## config.mk

```make
export PLATFORM = sky130hd
export DESIGN_NAME = sorted_double_ended_priority_queue_top
export DESIGN_NICKNAME = d
export VERILOG_FILES = /design/src/rtl/sdepq_pkg.sv /design/src/rtl/sdepq_ctrl.sv /design/src/rtl/sdepq_datapath.sv /design/src/rtl/sorted_double_ended_priority_queue_top.sv
export SDC_FILE = /design/constraint.sdc
export NUM_CORES = 2
export LEC_CHECK = 0
export BUFFER_PORTS_ARGS = -buffer_cell sky130_fd_sc_hd__buf_2
export CORE_UTILIZATION = 47
export DETAILED_ROUTE_END_ITERATION = 10
export GPL_ROUTABILITY_DRIVEN = 0
export PLACE_DENSITY = 0.6
export SETUP_SLACK_MARGIN = 0.15
export SLEW_MARGIN = 25
export SYNTH_ARGS = -nofsm -noshare
export SYNTH_HDL_FRONTEND = slang
export SYNTH_SLANG_ARGS = --single-unit
```

## constraint.sdc

```tcl
create_clock -name clk -period 6.49 [get_ports clk]
set_input_delay 0.649 -clock clk [delete_from_list [all_inputs] [get_ports clk]]
set_output_delay 0.649 -clock clk [all_outputs]
set_load 0.03 [all_outputs]
```

## src/rtl/sdepq_pkg.sv

```systemverilog
// sdepq_pkg: sizes, command and status codes and the controller/datapath
// command and status types of the sorted double-ended priority queue
// no dependencies
package sdepq_pkg;

	localparam int DEPTH     = 16;
	localparam int KEY_BITS  = 16;
	localparam int TAG_BITS  = 16;
	localparam int CNT_BITS  = $clog2(DEPTH + 1);
	localparam int IDX_BITS  = $clog2(DEPTH);

	localparam logic [1:0] CMD_PUSH    = 2'd0;
	localparam logic [1:0] CMD_POP_MIN = 2'd1;
	localparam logic [1:0] CMD_POP_MAX = 2'd2;

	localparam logic [1:0] ST_OK    = 2'd0;
	localparam logic [1:0] ST_FULL  = 2'd1;
	localparam logic [1:0] ST_EMPTY = 2'd2;

	typedef struct packed {
		logic capture;
		logic push;
		logic pop_min;
		logic pop_max;
	} dp_cmd_t;

	typedef struct packed {
		logic full;
		logic empty;
	} dp_stat_t;

endpackage

```

## src/rtl/sdepq_ctrl.sv

```systemverilog
// sdepq_ctrl: command decode, handshake and status state machine
// depends on sdepq_pkg
module sdepq_ctrl
	import sdepq_pkg::*;
(
	input  logic       clk,
	input  logic       arst_n,
	input  logic       start,
	input  logic [1:0] command,
	input  dp_stat_t   stat,
	output dp_cmd_t    cmd,
	output logic       busy,
	output logic       done,
	output logic       pop_valid,
	output logic [1:0] status
);

	localparam logic S_IDLE   = 1'b0;
	localparam logic S_REPORT = 1'b1;

	logic       state_q;
	logic       accept;
	logic       is_pop;
	logic       pop_valid_q;
	logic [1:0] status_q;

	assign accept = start && (state_q == S_IDLE);
	assign is_pop = (command == CMD_POP_MIN) || (command == CMD_POP_MAX);

	always_comb begin
		cmd.capture = accept;
		cmd.push    = accept && (command == CMD_PUSH) && !stat.full;
		cmd.pop_min = accept && (command == CMD_POP_MIN) && !stat.empty;
		cmd.pop_max = accept && (command == CMD_POP_MAX) && !stat.empty;
	end

	always_ff @(posedge clk or negedge arst_n) begin
		if (!arst_n) begin
			state_q     <= S_IDLE;
			pop_valid_q <= 1'b0;
			status_q    <= ST_OK;
		end else begin
			case (state_q)
				S_IDLE: begin
					if (accept) begin
						state_q     <= S_REPORT;
						pop_valid_q <= is_pop && !stat.empty;
						if ((command == CMD_PUSH) && stat.full) begin
							status_q <= ST_FULL;
						end else if (is_pop && stat.empty) begin
							status_q <= ST_EMPTY;
						end else begin
							status_q <= ST_OK;
						end
					end
				end
				S_REPORT: begin
					state_q <= S_IDLE;
				end
				default: begin
					state_q <= S_IDLE;
				end
			endcase
		end
	end

	assign busy      = (state_q == S_REPORT);
	assign done      = (state_q == S_REPORT);
	assign pop_valid = pop_valid_q;
	assign status    = status_q;

endmodule

```

## src/rtl/sdepq_datapath.sv

```systemverilog
// sdepq_datapath: sorted shift array of keys and tags with per-slot compare,
// entry count and popped entry registers
// depends on sdepq_pkg
module sdepq_datapath
	import sdepq_pkg::*;
(
	input  logic                clk,
	input  logic                arst_n,
	input  dp_cmd_t             cmd,
	input  logic [KEY_BITS-1:0] key,
	input  logic [TAG_BITS-1:0] tag,
	output dp_stat_t            stat,
	output logic [KEY_BITS-1:0] popped_key,
	output logic [TAG_BITS-1:0] popped_tag,
	output logic [KEY_BITS-1:0] min_key,
	output logic [KEY_BITS-1:0] max_key,
	output logic [CNT_BITS-1:0] entry_count,
	output logic                is_empty
);

	logic [KEY_BITS-1:0] keys_q [DEPTH];
	logic [TAG_BITS-1:0] tags_q [DEPTH];
	logic [CNT_BITS-1:0] count_q;
	logic [KEY_BITS-1:0] popped_key_q;
	logic [TAG_BITS-1:0] popped_tag_q;

	logic [DEPTH-1:0]    gt;
	logic [DEPTH-1:0]    gt_prev;
	logic [IDX_BITS-1:0] last_idx;
	logic                empty;

	assign empty    = (count_q == '0);
	assign last_idx = IDX_BITS'(count_q - CNT_BITS'(1));

	// slot holds a smaller key than the incoming one
	always_comb begin
		for (int i = 0; i < DEPTH; i++) begin
			gt[i] = (CNT_BITS'(i) < count_q) && (key > keys_q[i]);
		end
		gt_prev[0] = 1'b1;
		for (int i = 1; i < DEPTH; i++) begin
			gt_prev[i] = gt[i-1];
		end
	end

	always_ff @(posedge clk) begin
		if (cmd.push) begin
			for (int i = 0; i < DEPTH; i++) begin
				if (!gt[i] && gt_prev[i]) begin
					keys_q[i] <= key;
					tags_q[i] <= tag;
				end
			end
			for (int i = 1; i < DEPTH; i++) begin
				if (!gt[i] && !gt_prev[i]) begin
					keys_q[i] <= keys_q[i-1];
					tags_q[i] <= tags_q[i-1];
				end
			end
		end else if (cmd.pop_min) begin
			for (int i = 0; i < DEPTH - 1; i++) begin
				keys_q[i] <= keys_q[i+1];
				tags_q[i] <= tags_q[i+1];
			end
		end
	end

	always_ff @(posedge clk) begin
		if (cmd.capture) begin
			if (cmd.pop_min) begin
				popped_key_q <= keys_q[0];
				popped_tag_q <= tags_q[0];
			end else if (cmd.pop_max) begin
				popped_key_q <= keys_q[last_idx];
				popped_tag_q <= tags_q[last_idx];
			end else begin
				popped_key_q <= '0;
				popped_tag_q <= '0;
			end
		end
	end

	always_ff @(posedge clk or negedge arst_n) begin
		if (!arst_n) begin
			count_q <= '0;
		end else if (cmd.push) begin
			count_q <= count_q + CNT_BITS'(1);
		end else if (cmd.pop_min || cmd.pop_max) begin
			count_q <= count_q - CNT_BITS'(1);
		end
	end

	assign stat.full  = (count_q == CNT_BITS'(DEPTH));
	assign stat.empty = empty;

	assign popped_key  = popped_key_q;
	assign popped_tag  = popped_tag_q;
	assign min_key     = empty ? '0 : keys_q[0];
	assign max_key     = empty ? '0 : keys_q[last_idx];
	assign entry_count = count_q;
	assign is_empty    = empty;

endmodule

```

## src/rtl/sorted_double_ended_priority_queue_top.sv

```systemverilog
// sorted_double_ended_priority_queue_top: top level joining controller and datapath
// depends on sdepq_pkg, sdepq_ctrl, sdepq_datapath
//
// In each operation the beat is taken when start is high and busy low, the
// sorted slot array compares every slot with the new key and, on a push or
// a minimum pop, shifts at that same edge, and in the next cycle done pulses
// for one cycle with the popped entry, the new minimum, maximum and count,
// and the status. busy is high during that result cycle, so no beat is taken
// then. The outputs hold until the next beat, but done marks the result only
// once and cannot be held off; a receiver must take it in that cycle.
module sorted_double_ended_priority_queue_top
	import sdepq_pkg::*;
(
	input  logic                clk,
	input  logic                arst_n,
	input  logic                start,
	output logic                busy,
	input  logic [1:0]          command,
	input  logic [KEY_BITS-1:0] key,
	input  logic [TAG_BITS-1:0] tag,
	output logic                done,
	output logic                pop_valid,
	output logic [KEY_BITS-1:0] popped_key,
	output logic [TAG_BITS-1:0] popped_tag,
	output logic [KEY_BITS-1:0] min_key,
	output logic [KEY_BITS-1:0] max_key,
	output logic [CNT_BITS-1:0] entry_count,
	output logic                is_empty,
	output logic [1:0]          status
);

	dp_cmd_t  cmd;
	dp_stat_t stat;

	sdepq_ctrl u_ctrl (
		.clk       (clk),
		.arst_n    (arst_n),
		.start     (start),
		.command   (command),
		.stat      (stat),
		.cmd       (cmd),
		.busy      (busy),
		.done      (done),
		.pop_valid (pop_valid),
		.status    (status)
	);

	sdepq_datapath u_dp (
		.clk         (clk),
		.arst_n      (arst_n),
		.cmd         (cmd),
		.key         (key),
		.tag         (tag),
		.stat        (stat),
		.popped_key  (popped_key),
		.popped_tag  (popped_tag),
		.min_key     (min_key),
		.max_key     (max_key),
		.entry_count (entry_count),
		.is_empty    (is_empty)
	);

endmodule

```

After elaboration in Yosys (flattened, before gate mapping)
Memory sizes are Yosys's and may differ from the RTL's.
Cells that the tools add are included.
{"block": "word_totals", "output_inout_bits": 75, "in_bits": 37, "regBits": 41, "word_cells": 354, "memories": 2, "ramBits": 512}
{"block": "classes", "bitwise_logic": 61, "reduce_logical": 80, "muxes": 168, "n_lt_le_gt_ge": 32, "n_eq_ne": 3, "n_addsub": 2}
{"name": "u_dp.keys_q", "depth": 16, "width": 16, "rd": 17, "rd_clocked_by_memory_dff": 0, "write_ports": 16, "line": "sdepq_datapath.sv:21", "rtl": "logic [KEY_BITS-1:0] keys_q [DEPTH];"}
{"name": "u_dp.tags_q", "depth": 16, "width": 16, "rd": 17, "rd_clocked_by_memory_dff": 0, "write_ports": 16, "line": "sdepq_datapath.sv:22", "rtl": "logic [TAG_BITS-1:0] tags_q [DEPTH];"}
{"operator": "$mux 16", "n": 66}
{"operator": "$gt 16x16->1", "n": 16}
{"operator": "$mux 1", "n": 97}
{"operator": "$or 1x1->1", "n": 60}
{"operator": "$logic_and 1x1->1", "n": 56}
{"operator": "$lt 4x5->1 const A", "n": 8}
{"operator": "$lt 3x5->1 const A", "n": 4}
{"operator": "$logic_not 1->1", "n": 18}
{"operator": "$lt 1x5->1 const A", "n": 2}
{"operator": "$lt 2x5->1 const A", "n": 2}
{"operator": "$mux 5", "n": 2}
{"operator": "$add 5x1->5 const B", "n": 1}
{"operator": "$eq 5x5->1 const B", "n": 1}
{"operator": "$logic_not 5->1", "n": 1}
{"operator": "$sub 5x1->5 const B", "n": 1}
{"operator": "$mux 2", "n": 2}
{"operator": "$eq 2x1->1 const B", "n": 1}
{"operator": "$eq 2x2->1 const B", "n": 1}
{"operator": "$logic_not 2->1", "n": 1}
{"operator": "$logic_or 1x1->1", "n": 2}
{"operator": "$pmux 1 s2", "n": 1}
{"operator": "$reduce_and 2->1", "n": 1}
{"operator": "$reduce_bool 2->1", "n": 1}
{"operator": "$not 1->1", "n": 1}

Logic depth before layout (Yosys ltp)
An unclocked memory read counts as a cell.
{"block": "logic_depth", "word_depth": 10, "mapped_depth": 16, "mapped_depth_nobuf": 9}

By module
Synthesis repeated with hierarchy kept, for this count alone.
{"block": "hier_totals", "hier_cells": 3643, "area_unflattened_um2": 38628.3}
{"module": "sdepq_datapath", "n_inst": 1, "area_each_um2": 38364.3, "cells_each": 3619, "seq_area_each_um2": 16460.8}
{"module": "sdepq_ctrl", "n_inst": 1, "area_each_um2": 264.0, "cells_each": 24, "seq_area_each_um2": 100.1}

Least setup slack after synthesis
OpenSTA, ideal clock, no wires.
{"block": "synth_path", "path_kind": "reg2reg", "from": "reg u_dp.count_q[0] (netlist: u_dp.entry_count[0])", "to": "mem u_dp.keys_q[11][0], enable pin", "t_arrival_ps": 5339, "required_ps": 6024, "setup_time_ps": 466, "path_slack_ps": 686, "stages_incl_launch_ff": 12, "synth_period_minus_slack_ps": 5804, "path_buffers": 6, "path_cell_list": "dfrtp_1 clkbuf_1 buf_2 buf_2 clkbuf_1 inv_1 ha_1 nand4bb_1 nand3_1 clkbuf_1 clkbuf_1 o21ai_0"}
{"element": "start: declaration", "line": "sdepq_datapath.sv:23", "rtl": "logic [CNT_BITS-1:0] count_q;"}
{"element": "start signal: assignment", "line": "sdepq_datapath.sv:87", "rtl": "count_q <= count_q + CNT_BITS'(1);"}
{"element": "start signal: assignment", "line": "sdepq_datapath.sv:89", "rtl": "count_q <= count_q - CNT_BITS'(1);"}
{"element": "end: declaration", "line": "sdepq_datapath.sv:21"}

Worst setup path after layout
{"block": "layout_path", "from": "reg u_dp.count_q[0] (netlist: u_dp.entry_count[0])", "to": "out max_key[0]"}
{"block": "layout_between", "elab_chain_len": 3, "word_cells_on_any_way": 4, "classes_between": "add/sub: 1; mux: 1; reduce/logical: 1; memory: 1"}
{"element": "$sub 5x1->5", "line": "sdepq_datapath.sv:33", "rtl": "assign last_idx = IDX_BITS'(count_q - CNT_BITS'(1));"}
{"element": "$mem_v2 16x16"}
{"element": "$mux 16 (*)", "line": "sdepq_datapath.sv:99", "rtl": "assign max_key = empty ? '0 : keys_q[last_idx];"}
{"element": "end: declaration", "line": "sorted_double_ended_priority_queue_top.sv:26", "rtl": "output logic [KEY_BITS-1:0] max_key,"}
Mark *: on every way between the ends. The rest lies on a longest branch, timed or not.

==> flow_summary.yaml <==
outcome:
  status: "finished with violations"
  violations: "design-rule violations"
logic_synthesis:
  synth.net_count: 4035
  synth_enable_flop_cells: 544
  synth.distinct_cells: 71
  synth_top_cells_by_area: "edfxtp_1 42%, ha_1 8.5%, mux4_2 8.4%"
  synth.yosys.seq_area_share_pct: 43.1
  synth_top_cells_by_count: "708 x nand2_1, 544 x edfxtp_1, 262 x ha_1, 251 x inv_1"
  yosysMostFrequentCell: "nand2_1"
  syn-instance-count: 3736
  ys_seq_elements: 553
  post-synth-top-area-cell: "edfxtp_1"
  synth_area_um2: 38400
  syn_area_per_cell_um2: 10.3
  postSynth.topFlopCell: "edfxtp_1"
  yosys.area.top_type_share_pct: 42.5
  number_of_warning_messages_in_the_yosys_log: 0
  share_of_synthesized_registers_carrying_an_async_set_or_reset_pct: 1.63
critical_path:
  cp_max_fo: 45
  worst_ep_arrival_time_ps: 4610
  cp_cell_sequence: "inv_1 > ha_4 > buf_12 > mux4_2 > mux4_2 > and2_1 > buf_2"
  cp.required_ps: 5840
  timing.reg2reg.setup_slack_ps: 1680
  kind_of_launch_point_of_the_worst_setup_path: "register"
  setup.worst_path.class: "reg2out"
  rr_endpoint: "u_dp.keys_q[11][10]"
  worst_r2r_path_depth: 9
  worst_r2r_startpoint: "u_dp.keys_q[11][9]"
  crit_path_top_delay_cell: "dfrtp_4"
  crit_top_cell: "mux4_2"
  timing.critical_path.slowest_cell_delay_ps: 880
  critical_path.top_delay_family: "multiplexers"
  crit_buf_inv: 3
  critical_path.endpoint_type: "output port"
final_layout:
  layout.cells.non_filler: 4810
  fin_util_pct: 52.4
  seq_area_um2: 16600
  nets: 3994
  area_growth_syn_to_layout_pct: 10.0
  finalInstanceArea_um2: 42300
  multi_input_logic_area_um2: 20000
  fillCellCount: 7244
  drive_gt1_share_pct: 16.7
clocking:
  clock_latency_ps: 620
  post_cts_resized: 0
  clock-root-buffer: "clkbuf_16"
  cts_tree: "built"
  cts_buffers: 67
  cts.htree.levels: 3
  maximum_root_to_sink_buffer_count: 3
  cts-hold-fix-buffers: 1
  post-cts-setup-buffer-count: 0
  worst_setup_hold_path_clk_slew_ps: 60
  cts_sinks: 553
timing:
  rsz0062_at_grt: "no"
  timing.final.crit_period_ps: 5260
  fin_ws_ps: 1230
  hold_violations: 0
  drv_slew: 0
  timing.final.setup_violations: 0
  tightest_pin_transition_ps: 1150
  hold_slack_ps: 425
  clock_skew_ps: 24.2
  achievable-frequency_ghz: 0.190
  finalSetupTns_ps: 0
  max-slew-margin-rel_pct: 22.8
  timing.final.crit_share_pct: 81.0
min_path:
  kind_of_path_behind_the_tightest_hold_check: "in2async"
detailed_routing:
  detail-route-antenna-nets: 0
  postRouteWirelength_um: 139000
  route.vias.total: 32100
  drt-wirelength-per-cell_um: 28.8
  detailedRoute.firstPassIterationCount: 9
  remaining_drc_errors: 32
  via_per_inst: 6.67
  detailedRoute.firstIterationViolations: 4253
pwr:
  leakage_nw: 16.5
  ir_drop_mv: 0.393
  power.density_cell_area_nw_per_um2: 367
  p_total_mw: 15.5
placement:
  placement.cell_area_um2: 40200
  post-place-cells: 4684
  port_buffers: 111
  post-place-ws_ps: 1400
  dp_hpwl_um: 92100
floorplanning:
  chipWidth_um: 288
  die_height_um: 288
  number_of_cell_rows: 104
  io_pins: 112
  start_util_pct: 47.7
  die_area_um2: 82900
  core_area_um2: 80700
global_route:
  initial_antenna_violation_count: 12
  grt_use_total_pct: 33.2
  grt_remaining_overflow: 0
  first_pass_grt_wire_length_um: 203000
  grt_start_max_net_pins: 225
  first_global_vias: 29700
run:
  max_cap_violations: 0
final cells by class:
class / count / area share (%)
Antenna cell: 8 / 0.0473
Tap cell: 1060 / 3.14
Timing Repair Buffer: 194 / 3.22
Clock inverter: 29 / 0.447
Multi-Input combinational cell: 2625 / 47.3
Clock buffer: 87 / 4.39
Sequential cell: 553 / 39.2
Inverter: 254 / 2.25
cell usage in the layout (no fill, tap or decap), drive strengths merged, types with 18 or more instances in the layout:
cell type  count
a21o          28
a21oi        234
a221o        115
a22o          18
a31oi         80
a41oi         49
and2          20
and3          59
buf          193
clkbuf        87
clkinv        26
edfxtp       544
ha           262
inv          255
mux2         156
mux2i         31
mux4         144
nand2        708
nand3         75
nand4         42
nor2         190
nor2b         18
o211ai        60
o21ai        132
o221ai        31
o31ai         23
cell families after synthesis:
logic type | synth area share, %
buf+inv | 5.69
simple gates | 13.0
mux | 14.1
flops | 43.1
xor+xnor | 0.182
fa+ha+maj | 8.53
compound gates | 15.4
sequential cells by signal, indices dropped and copies added, names as in the netlist:
name	flops
u_ctrl.pop_valid	1
u_dp.tags_q	256
u_dp.keys_q	256
u_dp.popped_key	16
u_dp.popped_tag	16
u_ctrl.busy	1
u_ctrl.status	2
u_dp.entry_count	5
power by group:
group	internal (mW)	switching [mW]
clock network	2.06	1.61
logic	2.75	4.25
registers	4.44	0.403
total	9.25	6.27
routing by layer:
metal  track usage (%)  wire (um)  share of wire, %  up-vias
met5                 0         12            0.0087        -
met4              10.0       4180               3.0        2
met3              8.72      17000                12      240
met2              47.6      58900                43     1942
met1              48.7      58400                42    15900
li1                  -          -                 -    14000
worst max path at each step:
| stage | startpoint | end | slack (ps) | depth (start not counted) |
|---|---|---|---|---|
| 2_1_floorplan | u_dp.entry_count[0] | u_dp.keys_q[11][0] | 690 | 11 |
| 3_3_place_gp | key[15] | u_dp.keys_q[11][9] | 1480 | 9 |
| 3_5_place_dp | key[15] | u_dp.keys_q[11][15] | 1400 | 9 |
| 4_1_cts | u_dp.entry_count[0] | max_key[0] | 1190 | 7 |
| 5_1_grt | u_dp.entry_count[0] | max_key[3] | 1070 | 7 |
| 6_report | u_dp.entry_count[0] | max_key[0] | 1230 | 7 |
No activity file was read; power rests on OpenSTA's default activity.
